$ cat config.mk
export PLATFORM = sky130hd
export DESIGN_NAME = unsigned_number_text_parser_flat
export DESIGN_NICKNAME = d
export VERILOG_FILES = /design/src/upp_pkg.sv /design/src/upp_if.sv /design/src/unsigned_number_text_parser.sv /design/src/upp_step.sv /design/src/flat_wrapper.sv
export SDC_FILE = /design/constraint.sdc
export NUM_CORES = 1
export LEC_CHECK = 0
export BUFFER_PORTS_ARGS = -buffer_cell sky130_fd_sc_hd__buf_4
export CORE_UTILIZATION = 35
export CTS_CLUSTER_SIZE = 20
export DETAILED_ROUTE_END_ITERATION = 12
export GPL_TIMING_DRIVEN = 0
export PLACE_DENSITY = 0.6
export SETUP_SLACK_MARGIN = 0.2
export SYNTH_ARGS = -nofsm -noshare
export SYNTH_HDL_FRONTEND = slang
export SYNTH_SLANG_ARGS = --single-unit
$ cat constraint.sdc
create_clock -name clk -period 11.26 [get_ports clk]
set_input_delay 2.252 -clock clk [delete_from_list [all_inputs] [get_ports clk]]
set_output_delay 2.252 -clock clk [all_outputs]
set_load 0.01 [all_outputs]
$ cat src/upp_pkg.sv
package upp_pkg;

    typedef enum logic [2:0] {
        PH_LEAD,
        PH_SIGNED,
        PH_ZERO,
        PH_DIGITS,
        PH_DONE
    } phase_t;

    localparam logic [1:0] ST_OK       = 2'd0;
    localparam logic [1:0] ST_OVERFLOW = 2'd1;
    localparam logic [1:0] ST_BAD_BASE = 2'd2;

    localparam int BASE_BITS = 6;

    localparam logic [BASE_BITS-1:0] BASE_AUTO = 6'd0;
    localparam logic [BASE_BITS-1:0] BASE_MIN  = 6'd2;
    localparam logic [BASE_BITS-1:0] BASE_OCT  = 6'd8;
    localparam logic [BASE_BITS-1:0] BASE_DEC  = 6'd10;
    localparam logic [BASE_BITS-1:0] BASE_HEX  = 6'd16;
    localparam logic [BASE_BITS-1:0] BASE_MAX  = 6'd36;
    localparam logic [BASE_BITS-1:0] LETTER_OFFSET = 6'd10;

    localparam logic [7:0] CH_SPACE   = 8'h20;
    localparam logic [7:0] CH_TAB     = 8'h09;
    localparam logic [7:0] CH_CR      = 8'h0D;
    localparam logic [7:0] CH_PLUS    = 8'h2B;
    localparam logic [7:0] CH_ZERO    = 8'h30;
    localparam logic [7:0] CH_NINE    = 8'h39;
    localparam logic [7:0] CH_UPPER_A = 8'h41;
    localparam logic [7:0] CH_UPPER_Z = 8'h5A;
    localparam logic [7:0] CH_UPPER_X = 8'h58;
    localparam logic [7:0] CH_LOWER_A = 8'h61;
    localparam logic [7:0] CH_LOWER_Z = 8'h7A;
    localparam logic [7:0] CH_LOWER_X = 8'h78;

endpackage

$ cat src/upp_if.sv
interface upp_char_if;
    logic       valid;
    logic       ready;
    logic [7:0] char_code;
    logic       string_start;

    modport source (output valid, output char_code, output string_start, input ready);
    modport sink   (input valid, input char_code, input string_start, output ready);
endinterface

interface upp_result_if #(
    parameter int VALUE_BITS    = 32,
    parameter int POSITION_BITS = 16
);
    logic                     valid;
    logic                     ready;
    logic [VALUE_BITS-1:0]    value;
    logic [POSITION_BITS-1:0] stop_index;
    logic [1:0]               status;

    modport source (output valid, output value, output stop_index, output status, input ready);
    modport sink   (input valid, input value, input stop_index, input status, output ready);
endinterface

$ cat src/unsigned_number_text_parser.sv
// Converts an unsigned number written as text, one character per item, into a
// VALUE_BITS-wide value. Leading white space, one plus sign and more white
// space are skipped; number_base picks radix 2..36, or 0 for detection from
// the text ("0x" hexadecimal, leading "0" octal, otherwise decimal). The first
// character that is not a digit of the base (NUL included) gives one result
// item with the value, the offset of that character and a status; later
// characters give nothing until string_start marks a new string. The block
// takes one character every cycle unless a result waits for the sink: each
// character passes an input register, one multiply-add by the base with an
// exact overflow check, and lands in the result register. An input is refused
// only while a finished result waits for the sink.
module unsigned_number_text_parser #(
    parameter int VALUE_BITS    = 32,
    parameter int POSITION_BITS = 16
) (
    input  logic                               clk,
    input  logic                               rst_n,
    input  logic                               cfg_wr_en,
    input  logic [upp_pkg::BASE_BITS-1:0]      cfg_wr_data,
    upp_char_if.sink                           chars,
    upp_result_if.source                       results
);

    logic                              in_valid_reg;
    logic [7:0]                        in_char_reg;
    logic                              in_start_reg;
    logic [upp_pkg::BASE_BITS-1:0]     number_base_reg;
    upp_pkg::phase_t                   phase_reg;
    logic [VALUE_BITS-1:0]             acc_reg;
    logic [upp_pkg::BASE_BITS-1:0]     base_reg;
    logic [POSITION_BITS-1:0]          pos_reg;
    logic                              out_valid_reg;
    logic [VALUE_BITS-1:0]             out_value_reg;
    logic [POSITION_BITS-1:0]          out_pos_reg;
    logic [1:0]                        out_status_reg;

    upp_pkg::phase_t                   phase_next;
    logic [VALUE_BITS-1:0]             acc_next;
    logic [upp_pkg::BASE_BITS-1:0]     base_next;
    logic [POSITION_BITS-1:0]          pos_next;
    logic                              res_valid;
    logic [VALUE_BITS-1:0]             res_value;
    logic [POSITION_BITS-1:0]          res_pos;
    logic [1:0]                        res_status;
    logic                              advance;
    logic                              in_take;

    // The held character is processed when the result register has room.
    assign advance       = in_valid_reg && (!out_valid_reg || results.ready);
    assign chars.ready   = !in_valid_reg || advance;
    assign in_take       = chars.valid && chars.ready;

    assign results.valid      = out_valid_reg;
    assign results.value      = out_value_reg;
    assign results.stop_index = out_pos_reg;
    assign results.status     = out_status_reg;

    upp_step #(
        .VALUE_BITS    (VALUE_BITS),
        .POSITION_BITS (POSITION_BITS)
    ) u_step (
        .char_code    (in_char_reg),
        .string_start (in_start_reg),
        .number_base  (number_base_reg),
        .phase        (phase_reg),
        .acc          (acc_reg),
        .base         (base_reg),
        .pos          (pos_reg),
        .phase_next   (phase_next),
        .acc_next     (acc_next),
        .base_next    (base_next),
        .pos_next     (pos_next),
        .res_valid    (res_valid),
        .res_value    (res_value),
        .res_pos      (res_pos),
        .res_status   (res_status)
    );

    always_ff @(posedge clk or negedge rst_n)
    begin
        if (!rst_n)
        begin
            number_base_reg <= upp_pkg::BASE_AUTO;
        end
        else if (cfg_wr_en)
        begin
            number_base_reg <= cfg_wr_data;
        end
    end

    always_ff @(posedge clk or negedge rst_n)
    begin
        if (!rst_n)
        begin
            in_valid_reg <= 1'b0;
        end
        else if (in_take)
        begin
            in_valid_reg <= 1'b1;
        end
        else if (advance)
        begin
            in_valid_reg <= 1'b0;
        end
    end

    always_ff @(posedge clk)
    begin
        if (in_take)
        begin
            in_char_reg  <= chars.char_code;
            in_start_reg <= chars.string_start;
        end
    end

    always_ff @(posedge clk or negedge rst_n)
    begin
        if (!rst_n)
        begin
            phase_reg <= upp_pkg::PH_LEAD;
            acc_reg   <= '0;
            base_reg  <= '0;
            pos_reg   <= '0;
        end
        else if (advance)
        begin
            phase_reg <= phase_next;
            acc_reg   <= acc_next;
            base_reg  <= base_next;
            pos_reg   <= pos_next;
        end
    end

    always_ff @(posedge clk or negedge rst_n)
    begin
        if (!rst_n)
        begin
            out_valid_reg <= 1'b0;
        end
        else if (advance && res_valid)
        begin
            out_valid_reg <= 1'b1;
        end
        else if (results.ready)
        begin
            out_valid_reg <= 1'b0;
        end
    end

    always_ff @(posedge clk)
    begin
        if (advance && res_valid)
        begin
            out_value_reg  <= res_value;
            out_pos_reg    <= res_pos;
            out_status_reg <= res_status;
        end
    end

endmodule

$ cat src/upp_step.sv
module upp_step #(
    parameter int VALUE_BITS    = 32,
    parameter int POSITION_BITS = 16
) (
    input  logic [7:0]                        char_code,
    input  logic                              string_start,
    input  logic [upp_pkg::BASE_BITS-1:0]     number_base,
    input  upp_pkg::phase_t                   phase,
    input  logic [VALUE_BITS-1:0]             acc,
    input  logic [upp_pkg::BASE_BITS-1:0]     base,
    input  logic [POSITION_BITS-1:0]          pos,
    output upp_pkg::phase_t                   phase_next,
    output logic [VALUE_BITS-1:0]             acc_next,
    output logic [upp_pkg::BASE_BITS-1:0]     base_next,
    output logic [POSITION_BITS-1:0]          pos_next,
    output logic                              res_valid,
    output logic [VALUE_BITS-1:0]             res_value,
    output logic [POSITION_BITS-1:0]          res_pos,
    output logic [1:0]                        res_status
);

    localparam int SUM_BITS = VALUE_BITS + upp_pkg::BASE_BITS + 1;

    upp_pkg::phase_t                  phase_e;
    logic [VALUE_BITS-1:0]            acc_e;
    logic [upp_pkg::BASE_BITS-1:0]    base_e;
    logic [POSITION_BITS-1:0]         pos_e;
    logic [POSITION_BITS-1:0]         pos_inc;
    logic                             is_space;
    logic                             is_plus;
    logic                             is_x;
    logic                             auto_mode;
    logic                             cfg_ok;
    logic                             lead_zero;
    logic                             dig_valid;
    logic [upp_pkg::BASE_BITS-1:0]    digit;
    logic [upp_pkg::BASE_BITS-1:0]    take_base;
    logic [SUM_BITS-1:0]              sum;
    logic                             digit_ok;
    logic                             overflow;
    logic                             skip_char;

    // A new string restarts the scan before this character is looked at.
    assign phase_e = string_start ? upp_pkg::PH_LEAD : phase;
    assign acc_e   = string_start ? '0 : acc;
    assign base_e  = string_start ? '0 : base;
    assign pos_e   = string_start ? '0 : pos;
    assign pos_inc = (pos_e == '1) ? pos_e : pos_e + 1'b1;

    assign is_space  = (char_code == upp_pkg::CH_SPACE) ||
                       (char_code >= upp_pkg::CH_TAB && char_code <= upp_pkg::CH_CR);
    assign is_plus   = (char_code == upp_pkg::CH_PLUS);
    assign is_x      = (char_code == upp_pkg::CH_UPPER_X) || (char_code == upp_pkg::CH_LOWER_X);
    assign auto_mode = (number_base == upp_pkg::BASE_AUTO);
    assign cfg_ok    = (number_base >= upp_pkg::BASE_MIN) && (number_base <= upp_pkg::BASE_MAX);
    assign lead_zero = auto_mode && (char_code == upp_pkg::CH_ZERO);

    always_comb
    begin
        dig_valid = 1'b1;
        digit     = '0;
        if (char_code inside {[upp_pkg::CH_ZERO : upp_pkg::CH_NINE]})
        begin
            digit = upp_pkg::BASE_BITS'(char_code - upp_pkg::CH_ZERO);
        end
        else if (char_code inside {[upp_pkg::CH_UPPER_A : upp_pkg::CH_UPPER_Z]})
        begin
            digit = upp_pkg::BASE_BITS'(char_code - upp_pkg::CH_UPPER_A) + upp_pkg::LETTER_OFFSET;
        end
        else if (char_code inside {[upp_pkg::CH_LOWER_A : upp_pkg::CH_LOWER_Z]})
        begin
            digit = upp_pkg::BASE_BITS'(char_code - upp_pkg::CH_LOWER_A) + upp_pkg::LETTER_OFFSET;
        end
        else
        begin
            dig_valid = 1'b0;
        end
    end

    // Base used if this character is taken as a digit.
    always_comb
    begin
        case (phase_e)
            upp_pkg::PH_ZERO:   take_base = upp_pkg::BASE_OCT;
            upp_pkg::PH_DIGITS: take_base = base_e;
            default:            take_base = auto_mode ? upp_pkg::BASE_DEC : number_base;
        endcase
    end

    // Exact overflow check: the new value overflows when the full-width sum does.
    assign sum      = SUM_BITS'(acc_e) * SUM_BITS'(take_base) + SUM_BITS'(digit);
    assign digit_ok = dig_valid && (take_base >= upp_pkg::BASE_MIN) && (digit < take_base);
    assign overflow = |sum[SUM_BITS-1:VALUE_BITS];

    // Characters that are consumed in the white space, sign or prefix phases.
    always_comb
    begin
        case (phase_e)
            upp_pkg::PH_LEAD:   skip_char = is_space || is_plus || lead_zero;
            upp_pkg::PH_SIGNED: skip_char = is_space || lead_zero;
            upp_pkg::PH_ZERO:   skip_char = is_x;
            default:            skip_char = 1'b0;
        endcase
    end

    always_comb
    begin
        phase_next = phase_e;
        case (phase_e)
            upp_pkg::PH_LEAD,
            upp_pkg::PH_SIGNED:
            begin
                if (is_space)
                    phase_next = phase_e;
                else if (is_plus && phase_e == upp_pkg::PH_LEAD)
                    phase_next = upp_pkg::PH_SIGNED;
                else if (lead_zero)
                    phase_next = upp_pkg::PH_ZERO;
                else if (!auto_mode && !cfg_ok)
                    phase_next = upp_pkg::PH_DONE;
                else if (digit_ok && !overflow)
                    phase_next = upp_pkg::PH_DIGITS;
                else
                    phase_next = upp_pkg::PH_DONE;
            end
            upp_pkg::PH_ZERO,
            upp_pkg::PH_DIGITS:
            begin
                if (is_x && phase_e == upp_pkg::PH_ZERO)
                    phase_next = upp_pkg::PH_DIGITS;
                else if (digit_ok && !overflow)
                    phase_next = upp_pkg::PH_DIGITS;
                else
                    phase_next = upp_pkg::PH_DONE;
            end
            default: phase_next = upp_pkg::PH_DONE;
        endcase
    end

    always_comb
    begin
        acc_next   = acc_e;
        base_next  = base_e;
        pos_next   = pos_e;
        res_valid  = 1'b0;
        res_value  = acc_e;
        res_pos    = pos_e;
        res_status = upp_pkg::ST_OK;
        if (phase_e != upp_pkg::PH_DONE)
        begin
            if (skip_char)
            begin
                pos_next = pos_inc;
                if (phase_e == upp_pkg::PH_ZERO)
                    base_next = upp_pkg::BASE_HEX;
            end
            else if ((phase_e == upp_pkg::PH_LEAD || phase_e == upp_pkg::PH_SIGNED) &&
                     !auto_mode && !cfg_ok)
            begin
                base_next  = '0;
                res_valid  = 1'b1;
                res_value  = '0;
                res_status = upp_pkg::ST_BAD_BASE;
            end
            else
            begin
                base_next = take_base;
                if (!digit_ok)
                begin
                    res_valid = 1'b1;
                end
                else if (overflow)
                begin
                    res_valid  = 1'b1;
                    res_value  = '1;
                    res_status = upp_pkg::ST_OVERFLOW;
                end
                else
                begin
                    acc_next = sum[VALUE_BITS-1:0];
                    pos_next = pos_inc;
                end
            end
        end
    end

endmodule

$ cat src/flat_wrapper.sv
// flat-port wrapper written by rule: the top's interface ports become plain ports
module unsigned_number_text_parser_flat 
#(
    parameter int VALUE_BITS    = 32,
    parameter int POSITION_BITS = 16
)
  (clk, rst_n, cfg_wr_en, cfg_wr_data, chars_valid, chars_char_code, chars_string_start, chars_ready, results_valid, results_value, results_stop_index, results_status, results_ready);
  upp_char_if chars_i ();
  upp_result_if #(.VALUE_BITS(VALUE_BITS), .POSITION_BITS(POSITION_BITS)) results_i ();
  input  logic clk;
  input  logic rst_n;
  input  logic cfg_wr_en;
  input  logic [upp_pkg::BASE_BITS-1:0] cfg_wr_data;
  input wire logic [$bits(chars_i.valid)-1:0] chars_valid;
  input wire logic [$bits(chars_i.char_code)-1:0] chars_char_code;
  input wire logic [$bits(chars_i.string_start)-1:0] chars_string_start;
  output wire logic [$bits(chars_i.ready)-1:0] chars_ready;
  output wire logic [$bits(results_i.valid)-1:0] results_valid;
  output wire logic [$bits(results_i.value)-1:0] results_value;
  output wire logic [$bits(results_i.stop_index)-1:0] results_stop_index;
  output wire logic [$bits(results_i.status)-1:0] results_status;
  input wire logic [$bits(results_i.ready)-1:0] results_ready;
  assign chars_i.valid = chars_valid;
  assign chars_i.char_code = chars_char_code;
  assign chars_i.string_start = chars_string_start;
  assign chars_ready = chars_i.ready;
  assign results_valid = results_i.valid;
  assign results_value = results_i.value;
  assign results_stop_index = results_i.stop_index;
  assign results_status = results_i.status;
  assign results_i.ready = results_ready;
  unsigned_number_text_parser #(.VALUE_BITS(VALUE_BITS), .POSITION_BITS(POSITION_BITS)) u_core (.clk(clk), .rst_n(rst_n), .cfg_wr_en(cfg_wr_en), .cfg_wr_data(cfg_wr_data), .chars(chars_i), .results(results_i));
endmodule
# After elaboration in Yosys (flattened, before gate mapping)
# Index checks and enable logic that the tools add are counted.
# op_classes
addsub	7
mul	1
div	0
n_lt_le_gt_ge	12
eq_ne	10
n_shift	0
muxes	52
bitwise_logic	2
n_reduce_logical	39
# op_table
operator	count
2-to-1 mux 32 bit	11
2-to-1 mux 16 bit	7
2-to-1 mux 6 bit	9
adder 38 x 6 -> 39 bit	1
multiplier 32 x 6 -> 38 bit	1
equality test 8 x 6 -> 1 bit (second input constant)	3
2-to-1 mux 3 bit	7
logical AND 1 bit	17
adder 16 x 1 -> 16 bit (second input constant)	1
equality test 16 bit (second input constant)	1
equality test 8 x 7 -> 1 bit (second input constant)	2
greater-or-equal comparator 8 x 7 -> 1 bit (second input constant)	2
<= comparator 8 x 7 -> 1 bit (second input constant)	2
2-to-1 mux 1 bit	14
adder 6 x 4 -> 6 bit (second input constant)	2
greater-or-equal comparator 6 x 2 -> 1 bit (second input constant)	2
one-hot mux 6 bit (2 select lines)	1
subtractor 6 bit (second input constant)	2
greater-or-equal comparator 8 x 4 -> 1 bit (second input constant)	1
greater-or-equal comparator 8 x 6 -> 1 bit (second input constant)	1
<= comparator 8 x 4 -> 1 bit (second input constant)	1
<= comparator 8 x 6 -> 1 bit (second input constant)	1
logical OR 1 bit	8
OR reduction 7 bit	1
16 further kinds	25
# word_totals
regBits	124
latch_bits	0
mem_bits_rw	0
mem_bits_ro	0
input_bits	20
output_inout_bits	52
wordCells	136
mem_count	0

# Logic depth before layout (Yosys ltp)
# Gate-level depths: netlist of the first run.
# logic_depth
depth_word	15
ltp_mapped	29

# Hierarchy
# A second synthesis of the first run with hierarchy kept.
# hier_totals
cells_unflattened	1373
hier_area_um2	13048.8
# by_module_without_submodules
module	instances	cells_each	area_per_inst_um2	seq_area_each_um2
upp_step	1	1170	8714.6	0.0
unsigned_number_text_parser	1	203	4334.2	3398.3

# Least setup slack after synthesis of the first run
# No wires, ideal clock.
# synth_timing
path_kind	register to register
start	register u_core.in_start_reg
end	register u_core.out_status_reg[0], in the netlist u_core.results.status[0], enable pin
setup_time_ps	458
t_arrival_ps	8358
required_time_ps	10802
slack_ps	2444
stages_incl_launch_ff	27
synth_period_minus_slack_ps	8816
path_cell_list	edfxtp_1 -> clkbuf_1 -> or3b_2 -> clkbuf_1 -> a21oi_1 -> clkbuf_1 -> nor2_1 -> fa_1 -> inv_1 -> fa_1 -> inv_1 -> fa_1 -> inv_1 -> fa_1 -> inv_1 -> ha_1 -> nand3_1 -> o21ai_1 -> a311oi_2 -> a311o_1 -> mux2_1 -> o2111ai_1 -> or4_1 -> buf_4 -> o21ai_2 -> buf_4 -> nor2_1
# synth_via
elab_chain_cells	12
word_cells_on_any_way	26
# synth_rtl
item	line	source
start, declared	unsigned_number_text_parser.sv:26	logic in_start_reg;
start signal, assigned	unsigned_number_text_parser.sv:112	in_start_reg <= chars.string_start;
2-to-1 mux 3 bit	upp_step.sv:44	assign phase_e = string_start ? upp_pkg::PH_LEAD : phase;
equality test 3 x 2 -> 1 bit (on tied branches)	upp_step.sv:83, upp_step.sv:98	
one-hot mux 6 bit (2 select lines)	upp_step.sv:83	case (phase_e)
multiplier 32 x 6 -> 38 bit	upp_step.sv:91	assign sum = SUM_BITS'(acc_e) * SUM_BITS'(take_base) + SUM_BITS'(digit);
adder 38 x 6 -> 39 bit	upp_step.sv:91	
OR reduction 7 bit	upp_step.sv:93	assign overflow = |sum[SUM_BITS-1:VALUE_BITS];
2-to-1 mux 1 bit	upp_step.sv:172	else if (overflow)
2-to-1 mux 1 bit	upp_step.sv:168	if (!digit_ok)
2-to-1 mux 1 bit	upp_step.sv:157	else if ((phase_e == upp_pkg::PH_LEAD || phase_e == upp_pkg::PH_SIGNED) &&
2-to-1 mux 1 bit	upp_step.sv:151	if (skip_char)
2-to-1 mux 1 bit (*)	upp_step.sv:149	if (phase_e != upp_pkg::PH_DONE)
logical AND 1 bit (*)	unsigned_number_text_parser.sv:152	if (advance && res_valid)
end signal, assigned	unsigned_number_text_parser.sv:156	out_status_reg <= res_status;
end, declared	unsigned_number_text_parser.sv:35	logic [1:0] out_status_reg;
# Mark *: on every way between the ends. The rest lies on a longest branch, timed or not.
# A chain may end at the register's enable or synchronous reset.

# Worst setup path in the final report of the first run
# layout_timing
start	register u_core.in_start_reg
end	register u_core.out_value_reg[16], in the netlist u_core.results.value[16], enable pin
# layout_via
elab_chain_cells	12
word_cells_on_any_way	26
# layout_rtl
item	line	source
2-to-1 mux 3 bit	upp_step.sv:44	
equality test 3 x 2 -> 1 bit (on tied branches)	upp_step.sv:83, upp_step.sv:98	
one-hot mux 6 bit (2 select lines)	upp_step.sv:83	
multiplier 32 x 6 -> 38 bit	upp_step.sv:91	
adder 38 x 6 -> 39 bit	upp_step.sv:91	
OR reduction 7 bit	upp_step.sv:93	
2-to-1 mux 1 bit	upp_step.sv:172	
2-to-1 mux 1 bit	upp_step.sv:168	
2-to-1 mux 1 bit	upp_step.sv:157	
2-to-1 mux 1 bit	upp_step.sv:151	
2-to-1 mux 1 bit (*)	upp_step.sv:149	
logical AND 1 bit (*)	unsigned_number_text_parser.sv:152	
end signal, assigned	unsigned_number_text_parser.sv:154	out_value_reg <= res_value;
end, declared	unsigned_number_text_parser.sv:33	logic [VALUE_BITS-1:0] out_value_reg;
# Marks and branches as above.

==> results of run 1 <==
-- worst max-delay path, cell delays in order, from the launching register on --
cell and delay, ns:
edfxtp_1 0.32, clkbuf_1 0.31, nor3b_1 0.25, o31ai_1 1.09, clkbuf_1 0.53, nor2_1 0.14, fa_1 0.52, inv_1 0.05
fa_1 0.48, inv_1 0.06, fa_1 0.54, inv_1 0.05, fa_1 0.50, inv_1 0.05, ha_1 0.34, o211ai_1 0.11
a21oi_1 0.25, o21ai_0 0.34, o221ai_1 0.55, nor2_1 0.11, a311o_1 0.33, o2111ai_1 0.10, or4_1 0.22, buf_4 0.21
o21ai_2 0.14, buf_4 0.23, nor2_4 0.52, buf_12 0.29
-- cells by family after synthesis --
logic type      synth area share, %
simple gates                   19.6
compound gates                 14.3
flops                          27.7
mux                           0.886
fa+ha+maj                      30.5
buf+inv                        3.78
xor+xnor                       3.28
-- routing by layer --
layer  vias to the layer above  global-route usage [%]
met1                      4908                    27.2
met3                        34                    3.15
met5                         -                       0
li1                       4602                       -
met2                       289                    32.5
met4                         0                    5.27
-- how the worst max path moves through the flow --
stage | to | cells after the start
2_1_floorplan | u_core.results.status[0] | 26
6_report | u_core.results.value[16] | 27
5_1_grt | u_core.results.value[22] | 26
3_3_place_gp | u_core.results.value[18] | 26
4_1_cts | u_core.results.value[22] | 27
3_5_place_dp | u_core.results.value[18] | 25
-- placed cells by master (no fill, tap or decap), types with 47 or more instances in the layout --
cell type	instances
edfxtp_1	59
ha_1	101
nor2_1	223
a21oi_1	55
buf_4	72
nand2b_1	47
fa_1	124
inv_1	54
nand2_1	91
dfrtp_1	65
o21ai_0	56
-- report_power, final --
group	switching [mW]	internal (mW)	leakage [nW]
clock	0.232	0.285	0.258
combinational	0.276	0.142	5.31
sequential	0.0357	0.556	1.45
total	0.544	0.983	7.03
-- through the flow --
step | setup slack, ns | hold WS (ns) | utilization, %
3_3_place_gp | -0.107 | 0.458 | 38.7
4_1_cts | 2.33 | 0.486 | 40.4
3_5_place_dp | 2.37 | 0.474 | 38.8
6_report | 2.22 | 0.486 | 40.4
5_1_grt | 1.72 | 0.518 | 40.4
2_1_floorplan | 2.44 | 0.441 | -
-- cell type report --
type	count	area (sq um)
fillers	3479	20600
multi-input cells	1051	8430
flip-flops and latches	124	3400
well taps	455	569
repair buffers	71	546
clock buffers	18	429
plain buffers	57	262
inverters	54	203
clock inverters	14	113
==> impl_metrics.ini, run 1 <==
[timing]
slew_headroom_pct = 14.0
finalCritPeriodShare_pct = 80.3
maxSlewViolCount = 0
max_freq_mhz = 111
min_period_ns = 9.04
finalHoldViolCount = 0
rsz0062_at_grt = false
setup-violations-final = 0
worst_pin_slew_ns = 1.28
tns_ns = 0
finClkSkew_ns = 0.0124

[floorplanning]
placementRows = 68
start_util_pct = 35.6
dieHeight_microns = 189
coreArea_sq_um = 34500
die_w_microns = 189
top_level_ports = 72
die_area_sq_um = 35900

[clock_network]
clk_root_buffer_cell = clkbuf_16
cts-buffers-inserted = 17
clock_latency_ns = 0.44
post_cts_buffers = 0
cts_tree = yes
cts_sinks = 124
clock_path_buffers = 2
cts_resized = 0
clk_pin_slew_ns = 0.06
cts_max_level = 4
holdBufCountCts = 0

[cells_and_area]
antennaDiodeCount = 0
drive_gt1_share_pct = 11.3
final_nets = 1621
final_cell_area_sq_um = 13900
syn_to_final_growth_pct = 13.5
finalNonFillerCells = 1844

[worst_hold_path]
hp-class = reg2reg
hold_depth = 2
hold_end = u_core.base_reg[0]
min_from = u_core.base_reg[0]

[placement]
dp_hpwl_microns = 26800
gp_congestion = 0.903
numPortBuffers = 70
place_area_sq_um = 13400
dp.cells = 1812

[synthesis]
yosysTopAreaCell = fa_1
synth_top_cell_area_share_pct = 20.2
yosysSeqAreaShare_pct = 27.7
synth_common_cells = 224 x nor2_1, 124 x fa_1, 101 x ha_1, 91 x nand2_1, 65 x dfrtp_1
ys_ff_latch = 124
ys.warnings.count = 0
yosys_most_used_dff = dfrtp_1
yosysMostFrequentCell = nor2_1
syn_nets = 1531
synth_edf_count = 59
synthCells = 1286
synth_cell_types = 74
synth_area_sq_um = 12300
synthTopCellsByArea = fa_1 20%, edfxtp_1 14%, dfrtp_1 13%
postSynthAreaPerCell_sq_um = 9.55
async_flop_share_pct = 52.4

[routing]
drt_iter0_drc = 661
drc = 0
wl_met2_microns = 16200
wire_per_inst_microns = 18.2
highest_layer = met4
wl_met3_microns = 1540
post_drt_via_cell_ratio = 5.33
wl_microns = 33600
num_vias = 9833
wl_met1_microns = 15300
detail_route.first_pass.iterations = 6
ant_nets = 0

[worst_setup_path]
rr_startpoint = u_core.in_start_reg
worstReg2RegEnd = u_core.results.value[16]
rr_worst_depth = 27
cp-end-kind = flip-flop
worstPathRequired_ns = 11.39
path_class = reg2reg
critPathLaunch = u_core.in_start_reg
rrSetupSlack_ns = 2.22
worst-path-max-fanout = 33
arrival_ns = 9.17
critPathLaunchType = flip-flop

[grt]
grt_antenna_before_repair = 0
grt_pass1_wl_microns = 55600
grt_usage_pct = 19.8
grt_overflow = 0
grt_max_degree = 66
grt_pass1_vias = 10000

[pwr]
finalPower_mw = 1.53
power_per_cell_area_nw_per_um2 = 109
p_leak_nw = 7.03
peakVddDrop_v = 0.000105

[status]
status = completed

[flow_run]
drv_cap = 0
(Power assumes the default switching activity.)
==> run 2, diff against run 1 <==
Clock period 11.26 ns to 8.53 ns, I/O delays scaled along.
==> run 2 against run 1 <==
  * Sequential power is 33% higher
  * Critical path type unchanged
  * Maximum frequency is 13% higher
  * Global-route usage decreased by 0.22 points
  * Critical endpoint is now u_core.results.value[15]
  * Largest power group unchanged
  * Via count is 0.78% higher
  * Die area is the same
  * Register-to-register slack worse by 1.7 ns
  * Final cell count up 0.38%
  * Clock power increased by 46%
  * Total power is 39% higher
  * Utilization grew 0.72 points
  * Count of clock-buffer cells in the layout decreased by 1
  * Highest routed layer unchanged
  * Sequential share of layout area fell by 0.43 points
==> impl_metrics.ini, run 2 (synthesis results as in run 1) <==
[worst_setup_path]
critPathSlowestCell = fa_1
critPathLaunchType = flip-flop
worstPathRequired_ns = 8.70
slowest_delay_ns = 0.55
path_class = reg2reg
cp-end-kind = flip-flop
worst-path-max-fanout = 33
arrival_ns = 8.18

[cells_and_area]
layout_common_cells = 223 x nor2_1, 124 x fa_1, 101 x ha_1
final_cell_area_sq_um = 14200
drive_gt1_share_pct = 13.6
antennaDiodeCount = 0
syn_to_final_growth_pct = 15.6
final_nets = 1628
layout_commonest_cell = nor2_1

[clock_network]
cts_max_level = 4
clock_path_buffers = 2
cts_sinks = 124
clock_latency_ns = 0.43
clk_root_buffer_cell = clkbuf_16
cts-buffers-inserted = 17
cts_tree = yes
clk_pin_slew_ns = 0.06

[grt]
grt_usage_pct = 19.6
grt_overflow = 0
grt_pass1_wl_microns = 55000
grt_max_degree = 66
grt_antenna_before_repair = 0
grt_pass1_vias = 10100

[routing]
wire_per_inst_microns = 18.1
post_drt_via_cell_ratio = 5.35
drt_iter0_drc = 854
wl_microns = 33600
detail_route.first_pass.iterations = 8
num_vias = 9910
ant_nets = 0
drc = 0

[floorplanning]
coreArea_sq_um = 34500
die_area_sq_um = 35900
placementRows = 68
dieHeight_microns = 189
top_level_ports = 72
start_util_pct = 35.6
die_w_microns = 189

[timing]
slew_headroom_pct = 37.4
max_freq_mhz = 125
rsz0062_at_grt = false
min_period_ns = 8.01
setup_slack_ns = 0.515
finClkSkew_ns = 0.0111
finalHoldViolCount = 0
setup-violations-final = 0
worst_pin_slew_ns = 0.916
tns_ns = 0
maxSlewViolCount = 0
finalCritPeriodShare_pct = 94.0

[placement]
place_area_sq_um = 13400
dp_hpwl_microns = 26600
numPortBuffers = 70
gp_congestion = 0.904
pre_cts_ws_ns = -0.393

[pwr]
p_leak_nw = 7.16
power_per_cell_area_nw_per_um2 = 149
peakVddDrop_v = 0.000149
finalPower_mw = 2.12

[flow_run]
drv_cap = 0

[status]
status = completed

[worst_hold_path]
hp-class = reg2reg
## run 2: layer usage
layer	track usage, %	share of wire [%]	vias up
li1	-	-	4635
met1	26.3	45	4940
met2	32.3	48	278
met3	3.06	4.7	57
met4	6.51	2.3	0
met5	0	0	-
## run 2: cell type report
class	instances	area, sq um
Timing Repair Buffer	78	598
Buffer	57	280
Sequential cell	124	3400
Inverter	54	203
Fill cell	3385	20300
Clock inverter	15	178
Clock buffer	17	425
Tap cell	455	569
Multi-Input combinational cell	1051	8550
## run 2: stage by stage
stage | hold slack, ns | instances | utilization (%)
2_1_floorplan | 0.441 | 1286 | -
3_3_place_gp | 0.461 | 1811 | 38.7
3_5_place_dp | 0.481 | 1812 | 38.8
4_1_cts | 0.497 | 1846 | 40.9
5_1_grt | 0.523 | 1851 | 41.1
6_report | 0.507 | 1851 | 41.1
## run 2: worst max-delay path, delay by kind of cell, from the launching register on
| family | cells | cell delay (ns) |
|---|---|---|
| AO/OA/AOI/OAI | 6 | 1.80 |
| buffers and inverters | 10 | 1.68 |
| adder cells (fa/ha/maj) | 5 | 2.42 |
| multiplexers | 1 | 0.20 |
| AND/OR/NAND/NOR | 5 | 1.26 |
| flip-flops | 1 | 0.36 |
## run 2: worst paths after layout
check                      slack (ns)                start  cells past startpoint                        to
setup / recovery                 0.52  u_core.in_start_reg                     27  u_core.results.value[15]
max in group asynchronous        6.50                rst_n                      1        u_core.acc_reg[13]
hold reg to reg                  0.51   u_core.base_reg[0]                      2        u_core.base_reg[0]
min in group asynchronous        1.38                rst_n                      1      u_core.results.valid
setup reg to reg                 0.52  u_core.in_start_reg                     27  u_core.results.value[15]
hold / removal                   0.51   u_core.base_reg[0]                      2        u_core.base_reg[0]
## run 2: repair_timing
item	in CTS	in global routing
setup endpoints to repair	128	128
buffers inserted	2	5
pin swaps	1	2
hold buffers	0	0
cloned	0	0
gates resized for setup	24	20
## run 2: power breakdown
| group | switching, mW | total [mW] | internal [mW] | leakage [nW] |
|---|---|---|---|---|
| registers | 0.0512 | 0.785 | 0.733 | 1.45 |
| clock network | 0.313 | 0.755 | 0.442 | 0.294 |
| logic | 0.375 | 0.582 | 0.206 | 5.42 |
| total | 0.740 | 2.12 | 1.38 | 7.16 |
==> run 3, diff against run 2 <==
Settings changed: ABC_CLOCK_PERIOD_IN_PS set to 8530, CORE_UTILIZATION 35 to 60, PLACE_DENSITY 0.6 to 0.79.
==> run 3 against run 2 <==
  * Count of clock-buffer cells in the layout increased by 3
  * Sequential power about the same
  * Utilization grew 30 points
  * Setup slack improved by 0.0073 ns
  * Via count grew 4.0%
  * Sequential share of layout area rose by 0.23 points
  * Non-clock buffer count up 3
  * Die area is 41% lower
  * Clock skew grew 0.0076 ns
  * Total power is 2.7% higher
  * Hold slack got worse by 0.010 ns
  * First-iteration DRC count up 13%
==> impl_metrics.ini, run 3 (synthesis results as in run 1) <==
[status]
status = completed

[routing]
detail_route.first_pass.iterations = 10
wire_per_inst_microns = 19.7
drc = 0
wl_microns = 32700
drt_iter0_drc = 962
ant_nets = 0
post_drt_via_cell_ratio = 6.19
num_vias = 10300

[pwr]
peakVddDrop_v = 0.000125
p_leak_nw = 7.20
power_per_cell_area_nw_per_um2 = 155

[clock_network]
cts_tree = yes
cts_max_level = 4
holdBufCountCts = 0
cts-buffers-inserted = 17
clock_path_buffers = 2
clock_latency_ns = 0.43
clk_root_buffer_cell = clkbuf_16
cts_sinks = 124
clk_pin_slew_ns = 0.06

[cells_and_area]
layout_commonest_cell = nor2_1
fin_util_pct = 71.1
drive_gt1_share_pct = 14.2
syn_to_final_growth_pct = 14.5
antennaDiodeCount = 0
finalNonFillerCells = 1665
layout_common_cells = 223 x nor2_1, 124 x fa_1, 101 x ha_1
final_nets = 1632

[placement]
gp_congestion = 0.938
dp_hpwl_microns = 24400
dp.cells = 1622
numPortBuffers = 70
pre_cts_ws_ns = -0.490

[timing]
setup-violations-final = 0
finClkSkew_ns = 0.0187
min_period_ns = 8.01
setup_slack_ns = 0.522
finalHoldViolCount = 0
finalCritPeriodShare_pct = 93.9
maxSlewViolCount = 0
tns_ns = 0
worst_pin_slew_ns = 0.955
rsz0062_at_grt = false
max_freq_mhz = 125
slew_headroom_pct = 34.7

[worst_setup_path]
critPathSlowestCell = a2111oi_0
slowest_delay_ns = 0.72
worstPathCellList = clkbuf_2, or3b_2, clkbuf_1, a21oi_4, buf_2, nor2_1, fa_1, fa_1, fa_1, ha_1, ha_1, buf_6, a21o_1, nand3_1, a2111oi_0, nor3_1, a21bo_2, a31oi_2, xnor2_1, or4_1, buf_4, nor4_4, buf_2, a22o_1
cp-end-kind = flip-flop
arrival_ns = 8.36
path_class = reg2reg
rr_startpoint = u_core.in_start_reg
worst-path-max-fanout = 10
rr_worst_depth = 24
critPathLaunchType = flip-flop
worstReg2RegEnd = u_core.acc_reg[0]
worstPathRequired_ns = 8.88
rrSetupSlack_ns = 0.52
cp_common_cell = fa_1

[grt]
grt_antenna_before_repair = 0
grt_pass1_wl_microns = 54000
grt_overflow = 0
grt_pass1_vias = 10300
grt_usage_pct = 32.5
grt_max_degree = 66

[floorplanning]
die_area_sq_um = 21100
coreArea_sq_um = 19800
placementRows = 51
die_w_microns = 145
top_level_ports = 72
start_util_pct = 62.1
dieHeight_microns = 145

[worst_hold_path]
hold_end = u_core.base_reg[0]
hp-class = reg2reg
hold_depth = 2
min_from = u_core.base_reg[0]

[flow_run]
drv_cap = 0
run 3: cell count changes in the layout (fill, tap and decap cells not counted), sizes merged:
cell / before / now
nor2: 225 / 226
clkbuf: 53 / 56
clkinvlp: 1 / 4
inv: 62 / 57
buf: 99 / 102
clkinv: 4 / 1
bufinv: 2 / 4
run 3: per-stage QoR:
stage	hold WS (ns)	instance area, sq um	power, mW
4_1_cts	0.481	13900	2.14
3_3_place_gp	0.461	13100	1.32
3_5_place_dp	0.468	13200	1.33
5_1_grt	0.512	14100	2.26
6_report	0.497	14100	2.18
2_1_floorplan	0.441	12300	1.10
run 3: worst max-delay path by stage:
stage	from	to	slack, ns	cells past startpoint
floorplan	u_core.in_start_reg	u_core.results.status[0]	0.55	26
global placement	u_core.in_start_reg	u_core.results.value[19]	-1.56	26
detailed placement	u_core.in_start_reg	u_core.results.value[20]	-0.49	28
CTS	u_core.in_start_reg	u_core.acc_reg[6]	0.20	26
global route	u_core.in_start_reg	u_core.results.value[13]	0.23	28
finish	u_core.in_start_reg	u_core.acc_reg[0]	0.52	24
run 3: power by group:
group          leakage [nW]  switching [mW]  internal (mW)
combinational          5.45           0.381          0.212
sequential             1.45          0.0518          0.734
clock                 0.299           0.291          0.509
total                  7.20           0.724           1.45
run 3: metal layers:
layer / vias to the layer above / track usage (%) / part of all wire [%] / wire [microns]
li1: 4637 / - / - / -
met1: 5047 / 43.1 / 40 / 13000
met2: 545 / 52.8 / 49 / 15900
met3: 76 / 6.29 / 8.6 / 2820
met4: 0 / 12.5 / 3.1 / 1020
met5: - / 0 / 0 / 0
run 3: cell type report:
| class | count | area, sq um |
|---|---|---|
| plain buffers | 57 | 289 |
| well taps | 265 | 332 |
| flip-flops and latches | 124 | 3400 |
| repair buffers | 81 | 621 |
| inverters | 54 | 203 |
| multi-input cells | 1052 | 8580 |
| clock inverters | 12 | 183 |
| clock buffers | 20 | 458 |
| fillers | 1438 | 5720 |
run 3: worst max-delay path: cells and delay by family, from the launching register on:
kind	cells	cell delay [ns]
adders and majority gates	5	2.12
buffers and inverters	6	1.58
DFF	1	0.36
AOI/OAI and AO/OA	6	1.84
xor gates and xnor gates	1	0.13
and+or+nand+nor	6	1.89
run 3: what timing repair did:
item	4_1_cts	5_1_grt
pin swaps	1	5
setup endpoints to repair	131	128
setup buffers	0	10
gates resized for setup	20	36
cloned	1	0
